## src/rtl/hitw_pkg.sv

```systemverilog
// Package: types and constants shared by the heater idle timeout watchdog.
`default_nettype none
package hitw_pkg;

  localparam int unsigned TEMP_W = 12;
  localparam int unsigned WORD_W = 32;
  localparam int unsigned ADDR_W = 5;
  localparam int unsigned DATA_W = 32;

  localparam logic [TEMP_W-1:0] HOTEND_TRIGGER_RST = 12'd720;
  localparam logic [TEMP_W-1:0] BED_TRIGGER_RST    = 12'd200;
  localparam logic [WORD_W-1:0] INTERVAL_MS_RST    = 32'd300000;
  localparam logic [TEMP_W-1:0] NOZZLE_IDLE_RST    = 12'd0;
  localparam logic [TEMP_W-1:0] BED_IDLE_RST       = 12'd0;

  typedef enum logic [2:0] {
    REG_HOTEND_TRIGGER = 3'd0,
    REG_BED_TRIGGER    = 3'd1,
    REG_INTERVAL_MS    = 3'd2,
    REG_NOZZLE_IDLE    = 3'd3,
    REG_BED_IDLE       = 3'd4,
    REG_XYZ_ENABLE     = 3'd5
  } hitw_reg_t;

  typedef struct packed {
    logic [WORD_W-1:0] now_ms;
    logic              busy_req;
    logic [TEMP_W-1:0] hotend_temp;
    logic [TEMP_W-1:0] bed_temp;
    logic [WORD_W-1:0] e_position;
    logic [WORD_W-1:0] x_position;
    logic [WORD_W-1:0] y_position;
    logic [WORD_W-1:0] z_position;
    logic [WORD_W-1:0] click_count;
    logic              critical_section;
    logic [TEMP_W-1:0] hotend_target;
    logic [TEMP_W-1:0] bed_target;
  } hitw_in_t;

  typedef struct packed {
    logic              idle_fired;
    logic [TEMP_W-1:0] new_hotend_target;
    logic [TEMP_W-1:0] new_bed_target;
    logic              armed;
  } hitw_out_t;

  typedef struct packed {
    logic [TEMP_W-1:0] hotend_trigger;
    logic [TEMP_W-1:0] bed_trigger;
    logic [WORD_W-1:0] interval_ms;
    logic [TEMP_W-1:0] nozzle_idle_target;
    logic [TEMP_W-1:0] bed_idle_target;
    logic              xyz_enable;
  } hitw_cfg_t;

  typedef struct packed {
    logic [WORD_W-1:0] deadline;
    logic [WORD_W-1:0] last_e_word;
    logic [WORD_W-1:0] last_x_word;
    logic [WORD_W-1:0] last_y_word;
    logic [WORD_W-1:0] last_z_word;
    logic [WORD_W-1:0] last_clicks;
  } hitw_state_t;

endpackage
`default_nettype wire

```

## src/rtl/heater_idle_timeout_watchdog.sv

```systemverilog
// Top level: heater idle timeout watchdog with register port and item pipeline.
// Pipeline: input register, then result register; a held result can stall the item between them.
// Throughput: one item per cycle while each result is taken; a held result stops the flow.
// Stall: a held result still lets one more item wait in the input register.
// Reset: synchronous, active low; registers return to defaults, deadline disarmed,
// tracked words cleared, both pipeline stages empty.
`default_nettype none
module heater_idle_timeout_watchdog
  import hitw_pkg::*;
(
  input  wire logic              clk,
  input  wire logic              rst_n,
  input  wire logic              in_valid,
  output      logic              in_ready,
  input  wire hitw_in_t          in_data,
  output      logic              out_valid,
  input  wire logic              out_ready,
  output      hitw_out_t         out_data,
  input  wire logic              cfg_psel,
  input  wire logic              cfg_penable,
  input  wire logic              cfg_pwrite,
  input  wire logic [ADDR_W-1:0] cfg_paddr,
  input  wire logic [DATA_W-1:0] cfg_pwdata,
  output      logic [DATA_W-1:0] cfg_prdata,
  output      logic              cfg_pready
);

  hitw_cfg_t   cfg_r;
  hitw_state_t st_r;
  hitw_state_t st_nxt;
  hitw_in_t    item_r;
  logic        item_v_r;
  hitw_out_t   res_nxt;
  hitw_out_t   res_r;
  logic        res_v_r;
  logic        advance;
  logic        cfg_wr;
  hitw_reg_t   cfg_idx;

  assign cfg_pready = 1'b1;
  assign cfg_wr     = cfg_psel && cfg_penable && cfg_pwrite;
  assign cfg_idx    = hitw_reg_t'(cfg_paddr[ADDR_W-1:2]);

  always_ff @(posedge clk) begin
    if (!rst_n) begin
      cfg_r.hotend_trigger     <= HOTEND_TRIGGER_RST;
      cfg_r.bed_trigger        <= BED_TRIGGER_RST;
      cfg_r.interval_ms        <= INTERVAL_MS_RST;
      cfg_r.nozzle_idle_target <= NOZZLE_IDLE_RST;
      cfg_r.bed_idle_target    <= BED_IDLE_RST;
      cfg_r.xyz_enable         <= 1'b0;
    end else if (cfg_wr) begin
      case (cfg_idx)
        REG_HOTEND_TRIGGER: cfg_r.hotend_trigger     <= cfg_pwdata[TEMP_W-1:0];
        REG_BED_TRIGGER:    cfg_r.bed_trigger        <= cfg_pwdata[TEMP_W-1:0];
        REG_INTERVAL_MS:    cfg_r.interval_ms        <= cfg_pwdata[WORD_W-1:0];
        REG_NOZZLE_IDLE:    cfg_r.nozzle_idle_target <= cfg_pwdata[TEMP_W-1:0];
        REG_BED_IDLE:       cfg_r.bed_idle_target    <= cfg_pwdata[TEMP_W-1:0];
        REG_XYZ_ENABLE:     cfg_r.xyz_enable         <= cfg_pwdata[0];
        default: ;
      endcase
    end
  end

  always_comb begin
    case (cfg_idx)
      REG_HOTEND_TRIGGER: cfg_prdata = DATA_W'(cfg_r.hotend_trigger);
      REG_BED_TRIGGER:    cfg_prdata = DATA_W'(cfg_r.bed_trigger);
      REG_INTERVAL_MS:    cfg_prdata = DATA_W'(cfg_r.interval_ms);
      REG_NOZZLE_IDLE:    cfg_prdata = DATA_W'(cfg_r.nozzle_idle_target);
      REG_BED_IDLE:       cfg_prdata = DATA_W'(cfg_r.bed_idle_target);
      REG_XYZ_ENABLE:     cfg_prdata = DATA_W'(cfg_r.xyz_enable);
      default:            cfg_prdata = '0;
    endcase
  end

  assign advance  = item_v_r && (!res_v_r || out_ready);
  assign in_ready = !item_v_r || advance;

  hitw_core u_core (
    .item (item_r),
    .cfg  (cfg_r),
    .cur  (st_r),
    .nxt  (st_nxt),
    .res  (res_nxt)
  );

  always_ff @(posedge clk) begin
    if (!rst_n) begin
      item_v_r <= 1'b0;
      res_v_r  <= 1'b0;
      st_r     <= '0;
    end else begin
      if (in_ready) begin
        item_v_r <= in_valid;
      end
      if (advance) begin
        res_v_r <= 1'b1;
        st_r    <= st_nxt;
      end else if (out_ready) begin
        res_v_r <= 1'b0;
      end
    end
  end

  always_ff @(posedge clk) begin
    if (in_ready && in_valid) begin
      item_r <= in_data;
    end
    if (advance) begin
      res_r <= res_nxt;
    end
  end

  assign out_valid = res_v_r;
  assign out_data  = res_r;

endmodule
`default_nettype wire

```

## src/rtl/hitw_core.sv

```systemverilog
// Tick logic: arm, postpone and expiry decision for one item.
`default_nettype none
module hitw_core
  import hitw_pkg::*;
(
  input  hitw_in_t    item,
  input  hitw_cfg_t   cfg,
  input  hitw_state_t cur,
  output hitw_state_t nxt,
  output hitw_out_t   res
);

  logic [WORD_W-1:0] sum;
  logic [WORD_W-1:0] lag;
  logic [WORD_W-1:0] neg_interval;
  logic [WORD_W-1:0] d1;
  logic [WORD_W-1:0] d2;
  logic              armed_prev;
  logic              protect;
  logic              d1_from_sum;
  logic              moved;
  logic              post;
  logic              from_sum;
  logic              expire;

  always_comb begin
    sum          = item.now_ms + cfg.interval_ms;
    lag          = item.now_ms - cur.deadline;
    neg_interval = '0 - cfg.interval_ms;
    armed_prev   = (cur.deadline != '0);
    protect      = !item.busy_req &&
                   ((item.hotend_temp >= cfg.hotend_trigger) ||
                    (item.bed_temp >= cfg.bed_trigger));

    d1_from_sum = 1'b0;
    d1          = cur.deadline;
    if (armed_prev != protect) begin
      d1_from_sum = protect;
      d1          = protect ? sum : '0;
    end

    moved = (cur.last_e_word != item.e_position) ||
            (cur.last_clicks != item.click_count) ||
            item.critical_section ||
            (cfg.xyz_enable &&
             ((cur.last_x_word != item.x_position) ||
              (cur.last_y_word != item.y_position) ||
              (cur.last_z_word != item.z_position)));
    post     = moved && (d1 != '0);
    d2       = post ? sum : d1;
    from_sum = post || d1_from_sum;
    // past deadline when now - deadline lands in the lower half
    expire   = (d2 != '0) && (from_sum ? !neg_interval[WORD_W-1] : !lag[WORD_W-1]);

    nxt.deadline    = expire ? '0 : d2;
    nxt.last_e_word = item.e_position;
    nxt.last_clicks = item.click_count;
    nxt.last_x_word = cfg.xyz_enable ? item.x_position : cur.last_x_word;
    nxt.last_y_word = cfg.xyz_enable ? item.y_position : cur.last_y_word;
    nxt.last_z_word = cfg.xyz_enable ? item.z_position : cur.last_z_word;

    res.idle_fired        = expire;
    res.new_hotend_target = (expire && (cfg.nozzle_idle_target < item.hotend_target)) ?
                            cfg.nozzle_idle_target : item.hotend_target;
    res.new_bed_target    = (expire && (cfg.bed_idle_target < item.bed_target)) ?
                            cfg.bed_idle_target : item.bed_target;
    res.armed             = !expire && (d2 != '0);
  end

endmodule
`default_nettype wire

```

## config.mk

```make
export PLATFORM = sky130hd
export DESIGN_NAME = heater_idle_timeout_watchdog
export DESIGN_NICKNAME = d
export VERILOG_FILES = /design/src/rtl/hitw_pkg.sv /design/src/rtl/heater_idle_timeout_watchdog.sv /design/src/rtl/hitw_core.sv
export SDC_FILE = /design/constraint.sdc
export NUM_CORES = 1
export LEC_CHECK = 0
export BUFFER_PORTS_ARGS = -buffer_cell sky130_fd_sc_hd__buf_2
export CAP_MARGIN = 20
export CORE_MARGIN = 4
export CORE_UTILIZATION = 55
export DETAILED_ROUTE_END_ITERATION = 10
export PLACE_DENSITY = 0.77
export SLEW_MARGIN = 20
export SYNTH_ARGS = -nofsm -noshare
export SYNTH_HDL_FRONTEND = slang
export SYNTH_SLANG_ARGS = --single-unit
```

## constraint.sdc

```tcl
create_clock -name clk -period 17.06 [get_ports clk]
set_input_delay 0.853 -clock clk [delete_from_list [all_inputs] [get_ports clk]]
set_output_delay 0.853 -clock clk [all_outputs]
set_load 0.02 [all_outputs]
```

==> impl_metrics.ini <==
[critical_path]
critPathTopFamily = compound AO/OA/AOI/OAI gates
cp-start-kind = flip-flop
path_buf_inv = 3
path_max_fanout = 15
path_class = flip-flop to flip-flop
required_ps = 17600
cp.arrival_ps = 6810
slowest_stage = o21ai_1
max_stage_delay_ps = 920
path_cells = inv_1, ha_1, a211oi_1, o21ai_0, a221oi_1, o221a_2, o21ai_0, ha_1, nand2b_1, a32o_1, a31o_2, nand2b_1, a2111oi_4, a21oi_2, buf_4, o21ai_1, buf_4, a32o_1
end_kind = flip-flop

[clock_network]
clock_sink_count = 543
cts.reportedPaths.clkPinSlew_ps = 60
cts_resized = 0
clock_path_buffers = 3
postCtsSetupBuffers = 0
cts_buffers = 55
cts_tree = done
clk_latency_ps = 630
htree_levels = 2
cts_hold_buf = 0
root_buffer = clkbuf_16

[global_route]
grt_start_max_net_pins = 131
grt_overflow_total = 0
antenna_found_initial = 13
grt_first_pass_wirelength_um = 101000
grt_pass1_vias = 19000
gr-usage-all-layers_pct = 26.4

[drt]
vias = 19500
routed_via_density = 5.76
finalWirelength_um = 66300
wl_per_cell_um = 19.6
drtPass1Iterations = 6
antenna_left = 0
drc_errors = 0
first_iter_violations = 1712

[timing]
rsz0062_at_grt = false
setup_viol = 0
hold_violations = 0
fin_tns_setup_ps = 0
period_needed_ps = 6270
tightestPinTransition_ps = 1160
skew_ps = 31.9
slew_headroom_pct = 21.9
post-route-period-util_pct = 36.8
slew_violations = 0
fmax_mhz = 159
hold_ws_ps = 400
setup_ws_ps = 10790

[synthesis]
yosysMostFrequentCell = nand2_1
synth_ff_type = dfxtp_1
synth_compound_area_share_pct = 13.1
seq_area_frac_synth_pct = 54.7
synthMuxAreaShare_pct = 2.76
synthCells = 2427
synth_top_family_by_area = simple AND/OR/NAND/NOR gates
synth_area_sq_um = 24800
yosys.area_share.simple_pct = 14.5
synth_top_area_cell = edfxtp_1
ys_ff_latch = 543
synth_xor_xnor_area_share_pct = 5.94
synth_top_area_share_pct = 32.5
synth_top_cells_by_area = edfxtp_1, dfxtp_1, nand2_1
avgSynthCellArea_sq_um = 10.2
synthAdderAreaFrac_pct = 5.53
synth_nets = 2822
synth_warnings = 0
synth_edf_count = 268
synthTopCellsByCount = nand2_1, a21oi_1, dfxtp_1
synthArstFlopShare_pct = 0
synthDistinctLibCells = 83

[worst_hold_path]
min_path_type = input pin to flip-flop

[layout]
nNetsFinal = 3121
fillers = 3406
layout-drive-gt1-share_pct = 18.3
syn2layout_area_growth_pct = 16.6
postLayoutCoreUtil_pct = 65.1
regArea_sq_um = 13600
multi_input_area_sq_um = 10400

[die]
dieArea_sq_um = 48500
die_h_um = 220
io_pins = 347
coreArea_sq_um = 44400
initial_core_util_pct = 55.8
die_w_um = 220
rows = 77

[placement]
place_congestion = 0.905
dpl.hpwl_um = 47400
dp_slack_ps = 10880
port-buffer-count = 343

[pwr]
power.density_nw_per_um2 = 105
p_leak_uw = 0.0116
vdd_ir_drop_max_v = 0.0000885

[run]
drv_cap = 0

[outcome]
status = finished clean
per-stage QoR:
stage               total power [uW]  std cells  instance area (sq um)
finish                          3040       3375                  28900
global placement                1790       3261                  26900
global route                    3160       3374                  28900
CTS                             3060       3365                  28900
floorplan                       1690       2427                  24800
detailed placement              1800       3261                  26900
layout make-up:
class | count | share of cell area [%]
Clock buffer | 72 | 5.44
Clock inverter | 32 | 1.34
Tap cell | 592 | 2.56
Timing Repair Buffer | 357 | 6.32
Multi-Input combinational cell | 1661 | 35.9
Antenna cell | 10 | 0.0866
Inverter | 108 | 1.42
Sequential cell | 543 | 46.9
sequential cells by signal (all words and copies together), names as in the netlist:
name       cells
item_r       242
st_r         192
out_valid      1
out_data      26
item_v_r       1
cfg_r         81
kinds of logic (layout without fill, tap and decap cells):
group,count (synthesis),in the layout
AO/OA/AOI/OAI,521,521
XOR/XNOR,168,168
adder cells (fa/ha/maj),109,109
buffers and inverters,223,569
flip-flops,543,543
multiplexers,59,59
other,1,11
AND/OR/NAND/NOR,803,803
routing by layer:
metal  wire length (um)  track usage [%]  part of all wire, %
met5                 34                0                0.051
met4               1910             8.92                  2.9
met3               5200             5.05                  7.8
met2              31700             43.7                   48
met1              27400             35.0                   41
path summary, 6_finish.rpt:
path	from	end	slack, ps	cells past startpoint
worst min-delay path	in_data[58]	item_r[58]	400	1
worst min register to register	st_r[103]	st_r[103]	450	2
worst max register to register	cfg_r[59]	st_r[164]	10790	18
worst max-delay path	cfg_r[59]	st_r[164]	10790	18
placed cells by master, fill, tap and decap left out, types with 7 or more instances in the layout:
cell type	instances
nor3_1	22
a211oi_1	9
nor4_1	53
o211ai_1	14
nor2_1	60
xnor2_1	41
and2_1	27
a22oi_1	12
and3_1	8
a21oi_1	289
clkinv_2	11
clkbuf_16	56
dfxtp_1	275
o22ai_1	20
o21ai_0	36
xor2_1	127
a21o_1	35
a32o_1	23
diode_2	10
ha_1	108
inv_1	106
mux2_4	11
and4_1	8
edfxtp_1	268
mux2_1	10
clkinvlp_4	7
nand2b_1	13
nand4_1	33
nand2_1	506
mux2_2	10
nor2b_1	12
o21ai_1	9
a31o_2	7
buf_2	343
nand3_1	31
mux2i_1	27
buf_4	13
clkbuf_8	11
power by group:
group / internal (uW) / switching [uW] / leakage (uW)
clock: 746 / 522 / 0.000945
sequential: 1430 / 39.6 / 0.00483
combinational: 123 / 181 / 0.00583
Note: power is estimated with default switching activity, not from simulation.
